$ cat config.mk
export PLATFORM = sky130hd
export DESIGN_NAME = stli_muldiv
export DESIGN_NICKNAME = d
export VERILOG_FILES = /design/src/stli_pkg.sv /design/src/stli_muldiv.sv
export SDC_FILE = /design/constraint.sdc
export NUM_CORES = 1
export LEC_CHECK = 0
export ABC_AREA = 1
export BUFFER_PORTS_ARGS = -buffer_cell sky130_fd_sc_hd__buf_2
export CAP_MARGIN = 30
export CORE_MARGIN = 2
export CORE_UTILIZATION = 25
export CTS_BUF_LIST = sky130_fd_sc_hd__clkbuf_4 sky130_fd_sc_hd__clkbuf_8 sky130_fd_sc_hd__clkbuf_16
export CTS_CLUSTER_DIAMETER = 150
export DETAILED_ROUTE_END_ITERATION = 7
export PLACE_DENSITY_LB_ADDON = 0.08
export SKIP_LAST_GASP = 1
export SYNTH_ARGS = -nofsm -noshare
export SYNTH_HDL_FRONTEND = slang
export SYNTH_SLANG_ARGS = --single-unit
$ cat constraint.sdc
create_clock -name clk -period 9 [get_ports clk]
set_input_delay 1.8 -clock clk [delete_from_list [all_inputs] [get_ports clk]]
set_output_delay 1.8 -clock clk [all_outputs]
set_load 0.02 [all_outputs]
$ cat src/stli_pkg.sv
// ----------------------------------------------------------------------------
// stli_pkg: shared types and constants
// Opcodes, status codes and datapath widths for the sorted-table interpolator.
// ----------------------------------------------------------------------------
package stli_pkg;

    localparam logic [1:0] OP_CLEAR  = 2'd0;
    localparam logic [1:0] OP_APPEND = 2'd1;
    localparam logic [1:0] OP_QUERY  = 2'd2;

    localparam logic [2:0] ST_OK      = 3'd0;
    localparam logic [2:0] ST_MISS    = 3'd1;
    localparam logic [2:0] ST_STORED  = 3'd2;
    localparam logic [2:0] ST_FULL    = 3'd3;
    localparam logic [2:0] ST_CLEARED = 3'd4;

    // magnitudes of 33-bit differences
    localparam int MAG_W  = 33;
    // product of two magnitudes, divider dividend and quotient
    localparam int PROD_W = 2 * MAG_W;
    // saturated quotient, up to 2^33
    localparam int QUOT_W = MAG_W + 1;

    typedef logic [MAG_W-1:0]  mag_t;
    typedef logic [QUOT_W-1:0] quot_t;

endpackage

$ cat src/stli_muldiv.sv
// ----------------------------------------------------------------------------
// stli_muldiv: serial multiply-then-divide unit
// Computes a*b/d on magnitudes with one shared adder: shift-add multiply,
// then restoring division, one bit per cycle. Quotient saturates at 2^33.
// ----------------------------------------------------------------------------
module stli_muldiv
    import stli_pkg::*;
(
    input  logic  clk,
    input  logic  rst_n,
    input  logic  start,
    input  mag_t  a_mag,
    input  mag_t  b_mag,
    input  mag_t  d_mag,
    output logic  done,
    output quot_t quot
);

    typedef enum logic [2:0] {
        MD_IDLE = 3'b001,
        MD_MUL  = 3'b010,
        MD_DIV  = 3'b100
    } md_state_t;

    localparam logic [6:0] MUL_STEPS = 7'(MAG_W);
    localparam logic [6:0] DIV_STEPS = 7'(PROD_W);

    md_state_t          state_reg, state_next;
    logic [6:0]         step_reg, step_next;
    logic               done_reg, done_next;
    logic [MAG_W:0]     rem_reg, rem_next;
    logic [PROD_W-1:0]  work_reg, work_next;
    mag_t               a_reg, a_next;
    mag_t               d_reg, d_next;

    logic [MAG_W:0]     add_a;
    logic [MAG_W:0]     add_b;
    logic               add_cin;
    logic [MAG_W+1:0]   add_sum;
    logic [MAG_W:0]     shifted;
    logic               ge;

    assign shifted = {rem_reg[MAG_W-1:0], work_reg[PROD_W-1]};
    assign ge      = add_sum[MAG_W+1];
    assign add_sum = {1'b0, add_a} + {1'b0, add_b} + {{(MAG_W+1){1'b0}}, add_cin};

    always_comb
    begin
        if (state_reg == MD_DIV)
        begin
            add_a   = shifted;
            add_b   = ~{1'b0, d_reg};
            add_cin = 1'b1;
        end
        else
        begin
            add_a   = rem_reg;
            add_b   = work_reg[0] ? {1'b0, a_reg} : '0;
            add_cin = 1'b0;
        end
    end

    always_comb
    begin
        state_next = state_reg;
        step_next  = step_reg;
        done_next  = 1'b0;
        rem_next   = rem_reg;
        work_next  = work_reg;
        a_next     = a_reg;
        d_next     = d_reg;
        unique case (state_reg)
            MD_IDLE:
            begin
                if (start)
                begin
                    a_next     = a_mag;
                    d_next     = d_mag;
                    rem_next   = '0;
                    work_next  = {{(PROD_W-MAG_W){1'b0}}, b_mag};
                    step_next  = MUL_STEPS;
                    state_next = MD_MUL;
                end
            end
            MD_MUL:
            begin
                if (step_reg == 7'd1)
                begin
                    work_next  = {add_sum[MAG_W:0], work_reg[MAG_W-1:1]};
                    rem_next   = '0;
                    step_next  = DIV_STEPS;
                    state_next = MD_DIV;
                end
                else
                begin
                    rem_next  = {1'b0, add_sum[MAG_W:1]};
                    work_next = {work_reg[PROD_W-1:MAG_W], add_sum[0],
                                 work_reg[MAG_W-1:1]};
                    step_next = step_reg - 7'd1;
                end
            end
            MD_DIV:
            begin
                rem_next  = ge ? add_sum[MAG_W:0] : shifted;
                work_next = {work_reg[PROD_W-2:0], ge};
                step_next = step_reg - 7'd1;
                if (step_reg == 7'd1)
                begin
                    done_next  = 1'b1;
                    state_next = MD_IDLE;
                end
            end
            default:
            begin
                state_next = MD_IDLE;
            end
        endcase
    end

    always_ff @(posedge clk or negedge rst_n)
    begin
        if (!rst_n)
        begin
            state_reg <= MD_IDLE;
            step_reg  <= '0;
            done_reg  <= 1'b0;
        end
        else
        begin
            state_reg <= state_next;
            step_reg  <= step_next;
            done_reg  <= done_next;
        end
    end

    always_ff @(posedge clk)
    begin
        rem_reg  <= rem_next;
        work_reg <= work_next;
        a_reg    <= a_next;
        d_reg    <= d_next;
    end

    // saturate at 2^33
    always_comb
    begin
        if ((|work_reg[PROD_W-1:QUOT_W]) ||
            (work_reg[QUOT_W-1] && (|work_reg[QUOT_W-2:0])))
        begin
            quot = {1'b1, {(QUOT_W-1){1'b0}}};
        end
        else
        begin
            quot = work_reg[QUOT_W-1:0];
        end
    end

    assign done = done_reg;

endmodule

==> reports/qor.txt <==
Crit path max fanout = 105
Setup Skew = 0.0169 ns
Arr. time, crit path = 5.19 ns
Final period utilization = 54.9%
Crit-path max cell delay = 0.61 ns
CP Cell Sequence = nor2_2, nand2_8, inv_2, buf_4, o21ai_0, fa_1, nand3_1, nor2_1, nand2_1, nand3_1, nand2_1, nand2_1, nand2_4, nand2_4, nand2_2, nand2_1, nand2_1, nand2_1
Final Hold Fails = 0
Max_cap viols = 0
Num Clock Sinks = 177
# hold bufs at CTS = 0
DR WL/cell = 17.4 um
Worst path slowest cell = inv_2
Maximum root-to-sink buffer count = 2
Design Area, Final = 13100 um2
Die W = 215 um
Congestion Overflow GR = 0
Core ar. = 44100 um2
Cells on worst reg2reg path = 18
Final wirelength = 37500 um
Synth-to-layout area growth = 17.5%
Max Slew Vio Count = 0
Yosys top cell by area = edfxtp_1
Std cell rows = 77
Global-route wire length before repair = 58000 um
Root buf cell = clkbuf_16
DRC errors left = 0
Worst path top cell family by delay = simple AND/OR/NAND/NOR gates
Fin nets = 1682
Post-cts sizing count = 0
Final setup TNS = 0 ns
CP endpoint kind = flip-flop
Post-synth top area share = 44.7%
Synthesis warning total = 0
Synthesized area per cell = 7.78 um2
CP bufs+invs = 2
HPWL after DPL = 28000 um
#FFs+latches synth = 177
Initial antenna violation count = 0
Num CTS Buffers = 17
Worst Tran Pin Value = 0.914 ns
Hold Crit Class = flip-flop to flip-flop
I/O Buffers = 136
Status = completed
Later-pin clock latency in the skew report = 0.49 ns
Clock transition at path regs = 0.07 ns
Synth cell types = 35
DR vias/cell = 4.56
Post-route core utilization = 29.7%
Via Count = 9797
Layout cells sized above 1 = 13.3%
IO Pins = 137
VDD IR max = 0.133 mV
Leakage power = 6.20 nW
Final setup fails = 0
Mapped Area = 11100 um2
Most frequent cells in the layout = 473 x nand2_1, 217 x inv_1, 166 x edfxtp_1, 136 x buf_2, 135 x nand3_1
Worst path most repeated cell = nand2_1
Total iterations of the first detailed-routing run = 5
Worst Hold Path Cells = 2
Syn nets = 1570
Max frequency = 202 MHz
DRT antenna net count = 0
Slew HR = 39.0%
Gp weighted congestion = 0.920
Unrepaired setup endpoints after global routing = no
Commonest non-fill, non-tap cell in the layout = nand2_1
Post-layout min period = 4.94 ns
Sequential fraction of the synthesis area = 47.2%
Post-CTS Setup Bufs = 0
Die H = 215 um
Antenna Cells = 0
Mapped Cells = 1432
DR iter-0 viols = 741
GRT Resource Usage Total = 16.7%
Startpoint types = flip-flop
Synth top area cells = edfxtp_1 45%, nand2_1 16%, inv_1 7.4%
Dpl cell area = 12500 um2
Largest net degree at the start of global routing = 106
PD cells = 365 nW/um2
WP depth = 18
Crit Path Category = flip-flop to flip-flop
R2r setup slk = 4.06 ns
DIE AREA = 46300 um2
H-tree depth = 4
Max reg flops = 66
CTS tree = done
Worst endpoint required time = 9.25 ns
Vias in the first global route = 9759
Initial core utilization = 25.3%
worst register-to-register path: stages (launching register included):
cell     delay (ns)
dfrtp_1        0.41
nor2_2         0.23
nand2_8        0.41
inv_2          0.63
buf_4          0.50
o21ai_0        0.25
fa_1           0.50
nand3_1        0.15
nor2_1         0.08
nand2_1        0.06
nand3_1        0.13
nand2_1        0.11
nand2_1        0.10
nand2_4        0.31
nand2_4        0.34
nand2_2        0.32
nand2_1        0.08
nand2_1        0.06
nand2_1        0.05
Yosys cell counts (all sizes together):
cell type  number
nor2           95
buf            13
o21bai          5
o21ai          93
nor3            9
a21oi          17
nand4          22
or2            12
fa              2
ha             34
dfstp           1
nand3         136
nor4           12
nand2         479
o211ai          2
clkbuf         39
o22ai           5
inv           221
dfrtp          10
edfxtp        166
nor3b           1
xnor2          11
clkinv          1
nand3b          6
a31oi           1
xor2            7
o221ai         32
logic make-up after synthesis:
family,after synthesis,share of synthesized area (%)
and+or+nand+nor,772,29.5
buffers and inverters,274,9.48
DFF,177,47.2
AOI/OAI and AO/OA,155,8.26
adders and majority gates,36,4.18
xor gates and xnor gates,18,1.41
per-stage QoR:
stage / setup WS [ns] / total power [W] / std cells / hold WS, ns
6_report: 4.06 / 0.00478 / 2149 / 0.563
5_1_grt: 3.51 / 0.00520 / 2149 / 0.590
4_1_cts: 3.96 / 0.00483 / 2149 / 0.563
3_5_place_dp: 3.98 / 0.00397 / 2117 / 0.542
3_3_place_gp: 4.09 / 0.00400 / 2116 / 0.540
2_1_floorplan: 3.91 / 0.00311 / 1432 / 0.522
path summary, 6_finish.rpt:
| kind | start | to |
|---|---|---|
| worst max-delay path | state_reg[1] | rem_reg[27] |
| worst min-delay path | work_reg[64] | work_reg[65] |
| worst max register to register | state_reg[1] | rem_reg[27] |
| worst min register to register | work_reg[64] | work_reg[65] |
| max in group asynchronous | rst_n | state_reg[0] |
| min in group asynchronous | rst_n | done |
per-layer routing:
metal | routed length, um | GRT usage (%) | share of wire, %
met4 | 900 | 5.56 | 2.4
met1 | 18500 | 23.1 | 49
met5 | 0 | 0 | 0
met2 | 16300 | 25.6 | 44
met3 | 1760 | 4.01 | 4.7
layout make-up:
class	count	area [um2]
multi-input combinational	981	4850
tap	592	741
inverter	222	833
clock buffer	17	425
clock inverter	15	205
timing repair buffer	145	768
fill	4815	31000
sequential	177	5260
power breakdown:
part	internal (W)	total, W	switching (W)	leakage, nW
clock	0.000467	0.000834	0.000367	0.301
combinational	0.000653	0.00242	0.00177	4.16
sequential	0.00137	0.00152	0.000148	1.74
total	0.00249	0.00478	0.00228	6.20
(Power assumes the default switching activity.)
